### src/rtl/ledc_pkg.sv
// Shared types and constants of the log entry deframer and checker.
package ledc_pkg;

    typedef enum logic [1:0] {
        PH_PREFIX  = 2'd0,
        PH_RECORD  = 2'd1,
        PH_TRAILER = 2'd2,
        PH_SKIP    = 2'd3
    } t_phase;

    typedef enum logic [2:0] {
        ST_OK        = 3'd0,
        ST_TRUNCATED = 3'd1,
        ST_OVERFLOW  = 3'd2,
        ST_NONCANON  = 3'd3,
        ST_CRC       = 3'd4,
        ST_IDOVF     = 3'd5
    } t_status;

    localparam logic [31:0] CRC_POLY = 32'h82F6_3B78;
    localparam logic [31:0] CRC_INIT = 32'hFFFF_FFFF;

endpackage

### src/rtl/log_entry_deframer_checker_core.sv
// Top level of the log entry deframer and checker.
// A result is loaded into the output register on the transfer of the byte that ends an
// entry. Throughput: one byte per cycle, set by the single-step
// byte CRC and the entry counters. Input stalls only while a result waits under an output stall.
// Reset (synchronous, i_rst_n low): entry state cleared, CRC all ones, entry index
// and entries_before zero, no result pending.
module log_entry_deframer_checker_core (
    input  logic        i_clk,
    input  logic        i_rst_n,
    input  logic        i_cfg_we,
    input  logic [63:0] i_cfg_wdata,
    input  logic        i_in_valid,
    output logic        o_in_stall,
    input  logic [7:0]  i_data_byte,
    input  logic        i_end_of_buffer,
    output logic        o_out_valid,
    input  logic        i_out_stall,
    output logic [2:0]  o_status,
    output logic [2:0]  o_prefix_len,
    output logic [31:0] o_body_len,
    output logic [32:0] o_consumed,
    output logic [31:0] o_check_value,
    output logic [63:0] o_log_id
);

    ledc_pkg::t_phase r_phase, n_phase;
    logic [31:0] r_length_accum, n_length_accum;
    logic [2:0]  r_prefix_count, n_prefix_count;
    logic [31:0] r_bytes_left, n_bytes_left;
    logic [31:0] r_crc, n_crc;
    logic [1:0]  r_trailer_count, n_trailer_count;
    logic [23:0] r_stored_check, n_stored_check;
    logic [63:0] r_entry_index, n_entry_index;
    logic [63:0] r_entries_before;

    logic        r_out_valid;
    logic [2:0]  r_status, n_status;
    logic [2:0]  r_prefix_len, n_prefix_len;
    logic [31:0] r_body_len, n_body_len;
    logic [32:0] r_consumed, n_consumed;
    logic [31:0] r_check_value, n_check_value;
    logic [63:0] r_log_id, n_log_id;

    logic        accept;
    logic [31:0] crc_next;
    logic [31:0] len_part;
    logic [31:0] len_next;
    logic [64:0] id_sum;
    logic        pre_ovf, pre_last, pre_noncanon;
    logic        trl_done, crc_bad, id_ovf, entry_ok, entry_err, trunc, has_result;

    ledc_crc_byte u_crc (
        .i_crc  (r_crc),
        .i_byte (i_data_byte),
        .o_crc  (crc_next)
    );

    assign o_in_stall = r_out_valid & i_out_stall;
    assign accept     = i_in_valid & ~o_in_stall;

    always_comb begin
        case (r_prefix_count)
            3'd0:    len_part = {25'b0, i_data_byte[6:0]};
            3'd1:    len_part = {18'b0, i_data_byte[6:0], 7'b0};
            3'd2:    len_part = {11'b0, i_data_byte[6:0], 14'b0};
            3'd3:    len_part = {4'b0, i_data_byte[6:0], 21'b0};
            default: len_part = {i_data_byte[3:0], 28'b0};
        endcase
    end

    assign len_next = r_length_accum | len_part;
    assign id_sum   = {1'b0, r_entries_before} + {1'b0, r_entry_index};

    // event decode for the byte under transfer
    always_comb begin
        pre_ovf      = (r_phase == ledc_pkg::PH_PREFIX) && (r_prefix_count >= 3'd4)
                       && (i_data_byte > 8'h0F);
        pre_last     = (r_phase == ledc_pkg::PH_PREFIX) && !pre_ovf && !i_data_byte[7];
        pre_noncanon = pre_last && (r_prefix_count != 3'd0) && (i_data_byte == 8'h00);
        trl_done     = (r_phase == ledc_pkg::PH_TRAILER) && (r_trailer_count == 2'd3);
        crc_bad      = trl_done && ({i_data_byte, r_stored_check} != ~r_crc);
        id_ovf       = trl_done && !crc_bad && id_sum[64];
        entry_ok     = trl_done && !crc_bad && !id_ovf;
        entry_err    = pre_ovf || pre_noncanon || crc_bad || id_ovf;
        trunc        = i_end_of_buffer && !entry_ok && !entry_err
                       && (r_phase != ledc_pkg::PH_SKIP);
        has_result   = entry_ok || entry_err || trunc;
    end

    // next phase
    always_comb begin
        n_phase = r_phase;
        if (i_end_of_buffer) begin
            n_phase = ledc_pkg::PH_PREFIX;
        end else begin
            case (r_phase)
                ledc_pkg::PH_PREFIX: begin
                    if (pre_ovf || pre_noncanon) begin
                        n_phase = ledc_pkg::PH_SKIP;
                    end else if (pre_last) begin
                        n_phase = (len_next != 32'd0) ? ledc_pkg::PH_RECORD
                                                      : ledc_pkg::PH_TRAILER;
                    end
                end
                ledc_pkg::PH_RECORD: begin
                    if (r_bytes_left == 32'd1) begin
                        n_phase = ledc_pkg::PH_TRAILER;
                    end
                end
                ledc_pkg::PH_TRAILER: begin
                    if (trl_done) begin
                        n_phase = entry_ok ? ledc_pkg::PH_PREFIX : ledc_pkg::PH_SKIP;
                    end
                end
                default: n_phase = ledc_pkg::PH_SKIP;
            endcase
        end
    end

    // entry datapath and result fields
    always_comb begin
        n_length_accum  = r_length_accum;
        n_prefix_count  = r_prefix_count;
        n_bytes_left    = r_bytes_left;
        n_crc           = r_crc;
        n_trailer_count = r_trailer_count;
        n_stored_check  = r_stored_check;
        n_entry_index   = r_entry_index;

        case (r_phase)
            ledc_pkg::PH_PREFIX: begin
                n_crc = crc_next;
                if (!pre_ovf) begin
                    n_length_accum = len_next;
                    n_prefix_count = r_prefix_count + 3'd1;
                end
                if (pre_last) begin
                    n_bytes_left    = len_next;
                    n_trailer_count = 2'd0;
                    n_stored_check  = 24'd0;
                end
            end
            ledc_pkg::PH_RECORD: begin
                n_crc        = crc_next;
                n_bytes_left = r_bytes_left - 32'd1;
            end
            ledc_pkg::PH_TRAILER: begin
                n_trailer_count = r_trailer_count + 2'd1;
                case (r_trailer_count)
                    2'd0:    n_stored_check[7:0]   = i_data_byte;
                    2'd1:    n_stored_check[15:8]  = i_data_byte;
                    2'd2:    n_stored_check[23:16] = i_data_byte;
                    default: n_stored_check        = r_stored_check;
                endcase
            end
            default: n_crc = r_crc;
        endcase

        if (entry_ok) begin
            n_entry_index = r_entry_index + 64'd1;
        end
        if (entry_ok || i_end_of_buffer) begin
            n_length_accum  = 32'd0;
            n_prefix_count  = 3'd0;
            n_bytes_left    = 32'd0;
            n_crc           = ledc_pkg::CRC_INIT;
            n_trailer_count = 2'd0;
            n_stored_check  = 24'd0;
        end
        if (i_end_of_buffer) begin
            n_entry_index = 64'd0;
        end

        n_status      = ledc_pkg::ST_OK;
        n_prefix_len  = 3'd0;
        n_body_len    = 32'd0;
        n_consumed    = 33'd0;
        n_check_value = 32'd0;
        n_log_id      = 64'd0;
        if (entry_ok) begin
            n_prefix_len  = r_prefix_count;
            n_body_len    = r_length_accum;
            n_consumed    = {30'b0, r_prefix_count} + {1'b0, r_length_accum} + 33'd4;
            n_check_value = ~r_crc;
            n_log_id      = id_sum[63:0];
        end else if (pre_ovf) begin
            n_status = ledc_pkg::ST_OVERFLOW;
        end else if (pre_noncanon) begin
            n_status = ledc_pkg::ST_NONCANON;
        end else if (crc_bad) begin
            n_status = ledc_pkg::ST_CRC;
        end else if (id_ovf) begin
            n_status = ledc_pkg::ST_IDOVF;
        end else begin
            n_status = ledc_pkg::ST_TRUNCATED;
        end
    end

    always_ff @(posedge i_clk) begin
        if (!i_rst_n) begin
            r_phase          <= ledc_pkg::PH_PREFIX;
            r_length_accum   <= 32'd0;
            r_prefix_count   <= 3'd0;
            r_bytes_left     <= 32'd0;
            r_crc            <= ledc_pkg::CRC_INIT;
            r_trailer_count  <= 2'd0;
            r_stored_check   <= 24'd0;
            r_entry_index    <= 64'd0;
            r_entries_before <= 64'd0;
            r_out_valid      <= 1'b0;
        end else begin
            if (i_cfg_we) begin
                r_entries_before <= i_cfg_wdata;
            end
            if (accept) begin
                r_phase         <= n_phase;
                r_length_accum  <= n_length_accum;
                r_prefix_count  <= n_prefix_count;
                r_bytes_left    <= n_bytes_left;
                r_crc           <= n_crc;
                r_trailer_count <= n_trailer_count;
                r_stored_check  <= n_stored_check;
                r_entry_index   <= n_entry_index;
            end
            if (accept && has_result) begin
                r_out_valid <= 1'b1;
            end else if (!i_out_stall) begin
                r_out_valid <= 1'b0;
            end
        end
    end

    // result register, loaded on a transfer that yields a result
    always_ff @(posedge i_clk) begin
        if (accept && has_result) begin
            r_status      <= n_status;
            r_prefix_len  <= n_prefix_len;
            r_body_len    <= n_body_len;
            r_consumed    <= n_consumed;
            r_check_value <= n_check_value;
            r_log_id      <= n_log_id;
        end
    end

    assign o_out_valid   = r_out_valid;
    assign o_status      = r_status;
    assign o_prefix_len  = r_prefix_len;
    assign o_body_len    = r_body_len;
    assign o_consumed    = r_consumed;
    assign o_check_value = r_check_value;
    assign o_log_id      = r_log_id;

endmodule

### src/rtl/ledc_crc_byte.sv
// One byte step of the reflected CRC-32C.
module ledc_crc_byte (
    input  logic [31:0] i_crc,
    input  logic [7:0]  i_byte,
    output logic [31:0] o_crc
);

    logic [31:0] v_crc;

    always_comb begin
        v_crc = i_crc ^ {24'b0, i_byte};
        for (int k = 0; k < 8; k++) begin
            v_crc = v_crc[0] ? ((v_crc >> 1) ^ ledc_pkg::CRC_POLY) : (v_crc >> 1);
        end
        o_crc = v_crc;
    end

endmodule

### config.mk
export PLATFORM = sky130hd
export DESIGN_NAME = log_entry_deframer_checker_core
export DESIGN_NICKNAME = d
export VERILOG_FILES = /design/src/rtl/ledc_pkg.sv /design/src/rtl/log_entry_deframer_checker_core.sv /design/src/rtl/ledc_crc_byte.sv
export SDC_FILE = /design/constraint.sdc
export NUM_CORES = 1
export LEC_CHECK = 0
export ABC_AREA = 1
export CAP_MARGIN = 20
export CORE_AREA = 10 10 240 242
export DETAILED_ROUTE_END_ITERATION = 8
export DIE_AREA = 0 0 250 252
export DONT_BUFFER_PORTS = 1
export GPL_ROUTABILITY_DRIVEN = 0
export HOLD_SLACK_MARGIN = 0.03
export MAX_ROUTING_LAYER = met4
export PLACE_DENSITY = 0.77
export SETUP_SLACK_MARGIN = 0.1
export SLEW_MARGIN = 20
export SYNTH_ARGS = -nofsm -noshare
export SYNTH_HDL_FRONTEND = slang
export SYNTH_HIERARCHICAL = 1
export SYNTH_SLANG_ARGS = --single-unit
export TNS_END_PERCENT = 1
### constraint.sdc
create_clock -name i_clk -period 8.45 [get_ports i_clk]
set_clock_uncertainty 0.2 [all_clocks]
set_input_delay 2.535 -clock i_clk [delete_from_list [all_inputs] [get_ports i_clk]]
set_output_delay 2.535 -clock i_clk [all_outputs]
set_load 0.02 [all_outputs]
==> results of run 1 <==
cells in the final DEF, fill, tap and decap left out, types with 4 or more instances in the layout:
cell / count
o21a_1: 18
clkinv_2: 6
nor2_2: 4
o211ai_1: 5
nand2_1: 913
dfxtp_1: 256
a21oi_1: 292
edfxtp_1: 167
o21ai_0: 206
nor3_1: 50
nor2_1: 753
nand3_1: 196
clkinv_1: 8
buf_4: 11
nand2_2: 13
xor2_1: 133
nor3b_1: 6
a21boi_0: 5
or2_2: 10
nand2_4: 8
clkbuf_8: 6
inv_2: 16
nand3b_1: 4
clkbuf_16: 48
nand4_1: 54
ha_1: 82
xnor2_1: 29
a21o_1: 13
inv_1: 379
a31oi_1: 13
bufinv_16: 6
clkbuf_1: 5
nor4_1: 11
o21bai_1: 13
worst min-delay path, stage by stage (launching register included):
cell and delay, ns:
dfxtp_1 0.31, nand3_1 0.07, a21oi_1 0.06
cell type report:
| class | count | share of cell area, % |
|---|---|---|
| clock buffer | 59 | 4.62 |
| clock inverter | 28 | 1.22 |
| antenna | 1 | 0.00888 |
| sequential | 423 | 36.0 |
| inverter | 400 | 5.36 |
| multi-input combinational | 2858 | 49.4 |
| timing repair buffer | 12 | 0.364 |
| tap | 688 | 3.05 |
sequential cells by signal, indices dropped and copies added, names as in the netlist, 24 cells and up:
signal	flops
o_consumed	33
r_length_accum	32
o_log_id	64
r_crc	32
r_stored_check	24
o_body_len	32
o_check_value	32
r_bytes_left	32
r_entry_index	64
r_entries_before	64
cells by family (layout without fill, tap and decap cells):
kind of cell	Yosys count	count (layout)	share of synthesized area (%)
simple gates	2029	2029	31.6
compound gates	579	579	11.8
buf+inv	525	499	8.08
flops	423	423	38.7
xor+xnor	166	166	5.67
fa+ha+maj	84	84	4.07
other cells	0	1	0
power breakdown:
part / total, mW / internal [mW] / switching (mW)
clock network: 2.19 / 1.29 / 0.903
logic: 1.09 / 0.383 / 0.708
registers: 2.42 / 2.23 / 0.185
total: 5.70 / 3.90 / 1.80
metal layers:
metal / vias to the layer above / GRT usage [%] / part of all wire [%]
met1: 11341 / 31.6 / 40
met3: 267 / 5.01 / 9.4
met2: 1295 / 42.3 / 47
met5: - / - / 0
li1: 12179 / - / -
met4: 0 / 10.9 / 4.4
worst paths after layout:
kind / from / endpoint / slack, ns
min reg2reg: r_length_accum[2] / r_length_accum[2] / 0.28
max reg2reg: r_entry_index[0] / r_entry_index[61] / 3.62
min: r_length_accum[2] / r_length_accum[2] / 0.28
max: i_data_byte[4] / r_entry_index[61] / 2.83
==> reports/results.tsv, run 1 <==
stage	metric	value	unit
clock_tree	CTS-repair resized insts	0	
sta	Slew Viols, Final	0	
sta	Slew Limit Headroom	33.3	%
worst_setup_path	max incr delay on CP	0.49	ns
synth	post-synth top area cell	dfxtp_1	
synth	yosys warns	6	
global_routing	global-route wire length before repair	128000	µm
worst_setup_path	type of origin of the critical path	input port	
clock_tree	Sinks on Clock Net	423	
synth	most common cell in the netlist	nand2_1	
clock_tree	Setup Fix Bufs, Post-CTS	0	
cells_and_area	P&R area growth vs syn	7.68	%
clock_tree	TritonCTS buffer count	47	
cells_and_area	share of layout cells above drive strength 1	4.07	%
worst_setup_path	worst reg2reg path depth	18	
sta	Tcrit/Tclk final	66.5	%
clock_tree	Root Driver	clkbuf_16	
power_and_ir_drop	peak supply drop	0.164	mV
clock_tree	H-tree Lvls	2	
power_and_ir_drop	pwr/cell area	202	nW/µm²
route	DR iter-0 viols	3129	
worst_setup_path	most used cell, CP	nand2_1	
synth	number of synthesized register bits	423	
floorplan	Die W	250	µm
synth	number of enable flip-flop cells after synthesis	167	
synth	Net Count, Synth	3968	
cells_and_area	Final Cell Area	28200	µm²
placed_design	Inst Count DP	4381	
floorplan	initial core utilization	49.9	%
worst_setup_path	CP max FO	67	
placed_design	placed wire-length estimate	62600	µm
floorplan	Core Area	52400	µm²
clock_tree	hold_buf cts	0	
worst_setup_path	CP Depth	16	
placed_design	Buffers on Ports	0	
clock_tree	CTS tree	built	
global_routing	largest net degree at the start of global routing	161	
synth	mapped cell area	26200	µm²
floorplan	die area	63000	µm²
route	First-pass DRT Iterations	6	
clock_tree	Worst-path clk slew	0.06	ns
route	via density per instance	5.61	
worst_setup_path	Critical-path top delay cell	buf_4	
power_and_ir_drop	Pwr Total	5.70	mW
clock_tree	CTS Buffer Depth	3	
worst_setup_path	critical path endpoint category	flip-flop	
min_path	Hold/Removal Path Class	reg -> reg	
placed_design	placed cell area	26500	µm²
cells_and_area	footprint of the multi-input gates	13900	µm²
worst_setup_path	CP cell instances	inv_2, nand2_1, nand2_1, nand2_1, nor2_1, nand2_1, nor2_1, nand2_1, nor2_2, nand3_4, nand2_4, nand2_4, buf_4, inv_6, nand3_1, a21oi_1	
clock_tree	Worst-Skew Late Latency	0.62	ns
cells_and_area	Layout fillers	5071	
synth	synthesized netlist cell count	3806	
sta	setup violators final	0	
cells_and_area	fin util	53.8	%
cells_and_area	Nets	3904	
floorplan	row count	84	
route	DR vias	25082	
synth	syn_area_per_cell	6.88	µm²
global_routing	vias in the first global route	22579	
global_routing	grt ovf	0	
synth	Most used DFF post-synth	dfxtp_1	
floorplan	DIE HEIGHT	252	µm
sta	post-route setup slack	2.83	ns
worst_setup_path	CP required	8.77	ns
flow_run	max_cap viols	0	
cells_and_area	Storage cell area	10100	µm²
worst_setup_path	WP buf/inv	3	
synth	synth unique cells	53	
status	status	complete, no violations	
synth	Synth async-reset ratio	0	%
synth	Synth area leaders	dfxtp_1 20%, edfxtp_1 19%, nand2_1 13%	
synth	register area share after synthesis	38.7	%
min_path	Hold Crit Depth	2	
power_and_ir_drop	Leakage Power	11.6	nW
sta	slew of the pin with the lowest slew margin	1.00	ns
worst_setup_path	Crit path max-delay family	simple AND/OR/NAND/NOR gates	
sta	RSZ-0062 raised after global routing	false	
sta	fmax	0.178	GHz
global_routing	initial antenna violation count	1	
sta	Post-Route Setup TNS	0	ns
sta	Period minus WS final	5.62	ns
global_routing	Total GRT Usage	26.2	%
floorplan	IO Count	247	
synth	Commonest cells post-synth	913 x nand2_1, 754 x nor2_1, 380 x inv_1	
route	ANT nets after route	0	
route	drt wl/cell	18.8	µm
sta	Hold Fails Final Rpt	0	
worst_setup_path	critical path class	in -> reg	
placed_design	Post-Place Setup Slack	2.28	ns
synth	Synth top area share	19.6	%
route	DRC violations left	0	
sta	hold slack	0.277	ns
route	WL final	84200	µm
worst_setup_path	Data arrival, critical path	5.94	ns
cells_and_area	non-filler instance count after layout	4469	
Power figures use the tool's default switching activity.
==> run 2: changes to the inputs <==
PLACE_DENSITY = 0.79   (was 0.77)
clock period = 4.87 ns   (was 8.45 ns; I/O delays follow)
==> run 2 against run 1 <==
Non-clock buffer count increased by 7. Clock power increased by 59%. Power increased by 68%. Sequential power increased by 73%. Global-route usage increased by 0.22 points. Setup slack got worse by 2.1 ns. Count of clock-buffer cells in the layout increased by 7. Via count increased by 1.5%. Sequential cell count unchanged. Final area decreased by 0.36%. Largest cell class unchanged. First-iteration DRC count increased by 2.6%. Routed wire length increased by 0.64%.
==> reports/results.tsv, run 2 (synthesized netlist as in run 1, its figures left out) <==
stage	metric	value	unit
cells_and_area	footprint of the multi-input gates	13900	µm²
cells_and_area	commonest non-fill, non-tap cells in the layout	911 x nand2_1, 752 x nor2_1, 378 x inv_1	
route	DR vias	25452	
min_path	Hold/Removal Path Class	reg -> reg	
cells_and_area	P&R area growth vs syn	7.29	%
sta	RSZ-0062 raised after global routing	false	
sta	Slew Viols, Final	0	
global_routing	grt ovf	0	
power_and_ir_drop	switching part of the total	32.0	%
sta	Tcrit/Tclk final	85.5	%
cells_and_area	share of layout cells above drive strength 1	4.04	%
floorplan	die area	63000	µm²
route	ANT nets after route	0	
sta	Slew Limit Headroom	30.7	%
sta	Post-Route Setup TNS	0	ns
cells_and_area	commonest non-fill, non-tap cell in the layout	nand2_1	
placed_design	Buffers on Ports	0	
route	DRC violations left	0	
clock_tree	TritonCTS buffer count	46	
worst_setup_path	type of origin of the critical path	flip-flop	
clock_tree	Worst-path clk slew	0.06	ns
power_and_ir_drop	clock share of power	36.4	%
cells_and_area	Storage cell area	10100	µm²
placed_design	Post-Place Setup Slack	0.461	ns
cells_and_area	Ant. Diodes	0	
worst_setup_path	critical path class	reg -> reg	
floorplan	DIE HEIGHT	252	µm
sta	hold slack	0.292	ns
global_routing	initial antenna violation count	0	
power_and_ir_drop	internal cell power	6.51	mW
worst_setup_path	Data arrival, critical path	4.46	ns
power_and_ir_drop	Comb pwr share	19.8	%
cells_and_area	Nets	3910	
route	DR iter-0 viols	3210	
worst_setup_path	critical path endpoint category	flip-flop	
worst_setup_path	end of the worst register-to-register path	r_stored_check[19]	
route	First-pass DRT Iterations	6	
clock_tree	H-tree Lvls	2	
power_and_ir_drop	register share of total power	43.7	%
placed_design	placed wire-length estimate	63000	µm
sta	setup violators final	0	
sta	Period minus WS final	4.17	ns
clock_tree	CTS-repair resized insts	0	
clock_tree	Sinks on Clock Net	423	
floorplan	IO Count	247	
power_and_ir_drop	Pwr Total	9.57	mW
clock_tree	hold_buf cts	0	
cells_and_area	fin util	53.6	%
clock_tree	Worst-Skew Late Latency	0.62	ns
cells_and_area	non-filler instance count after layout	4472	
global_routing	largest net degree at the start of global routing	161	
clock_tree	Setup Fix Bufs, Post-CTS	0	
status	status	complete, no violations	
route	WL final	84700	µm
min_path	worst hold start	r_length_accum[29]	
cells_and_area	Final Cell Area	28100	µm²
placed_design	placed cell area	26600	µm²
floorplan	Die W	250	µm
power_and_ir_drop	sw power	3.06	mW
clock_tree	CTS Buffer Depth	3	
sta	post-route setup slack	0.705	ns
worst_setup_path	CP required	5.16	ns
min_path	hold endpoint	r_length_accum[29]	
flow_run	max_cap viols	0	
sta	Hold Fails Final Rpt	0	
power_and_ir_drop	Leakage Power	11.6	nW
worst_setup_path	worst reg2reg path depth	18	
floorplan	initial core utilization	49.9	%
cells_and_area	Layout fillers	4985	
floorplan	Core Area	52400	µm²
clock_tree	CTS tree	built	
power_and_ir_drop	pwr/cell area	341	nW/µm²
global_routing	vias in the first global route	22939	
worst_setup_path	FF-to-FF setup slack	0.70	ns
placed_design	Inst Count DP	4388	
route	via density per instance	5.69	
global_routing	global-route wire length before repair	130000	µm
clock_tree	Root Driver	clkbuf_16	
sta	slew of the pin with the lowest slew margin	1.04	ns
worst_setup_path	CP max FO	52	
global_routing	Total GRT Usage	26.4	%
min_path	Hold Crit Depth	2	
floorplan	row count	84	
power_and_ir_drop	peak supply drop	0.279	mV
sta	fmax	0.240	GHz
worst_setup_path	Worst R2R Start	r_entry_index[0]	
route	drt wl/cell	18.9	µm
## run 2: changes by cell type in the layout (fill, tap and decap cells not counted), moves of 2 or more
cell,previous run,this run
clkinv_4,2,0
nand2_2,13,15
inv_2,16,14
bufinv_16,6,3
clkbuf_8,6,3
clkinvlp_4,3,1
clkbuf_16,48,46
clkbuf_1,5,16
nand2_1,913,911
buf_4,11,18
## run 2: power by group through the flow
stage               sequential, mW  combinational [mW]  clock, mW
floorplan                     4.13                1.53          0
global placement              4.26                1.81          0
detailed placement            4.26                1.84          0
CTS                           4.18                1.86       3.52
global route                  4.20                2.12       3.68
finish                        4.19                1.90       3.49
## run 2: cell type report
class	count	area share, %
well taps	688	3.06
clock inverters	18	0.730
inverters	400	5.44
clock buffers	66	4.48
repair buffers	19	0.552
flip-flops and latches	423	36.1
multi-input cells	2858	49.6
## run 2: how the worst max path moves through the flow
| stage | end | startpoint |
|---|---|---|
| 4_1_cts | r_stored_check[19] | r_entry_index[0] |
| 5_1_grt | r_stored_check[10] | r_entry_index[0] |
| 3_5_place_dp | r_stored_check[19] | i_data_byte[0] |
| 3_3_place_gp | r_stored_check[16] | i_data_byte[0] |
| 2_1_floorplan | o_body_len[0] | i_data_byte[6] |
| 6_report | r_stored_check[19] | r_entry_index[0] |
## run 2: worst max-delay path: stages, from the launching register on
cell	delay, ns
dfxtp_1	0.44
ha_1	0.29
fa_1	0.39
nand2_1	0.12
nand2_1	0.07
nand3b_1	0.09
nand2_1	0.12
nand2_1	0.11
nand2_2	0.08
nand2_1	0.08
nand2_2	0.08
nand2_2	0.13
nand3_4	0.12
nand2_4	0.24
nand2_4	0.36
nand2_2	0.80
nand3_1	0.15
nand2_1	0.11
nor2_1	0.04
## run 2: routing by layer
layer  share of wire [%]  global-route usage (%)  vias up
li1                    -                       -    12198
met1                  39                    31.6    11596
met2                  47                    42.5     1374
met3                 9.9                    5.69      284
met4                 4.6                    11.1        0
met5                   0                       -        -
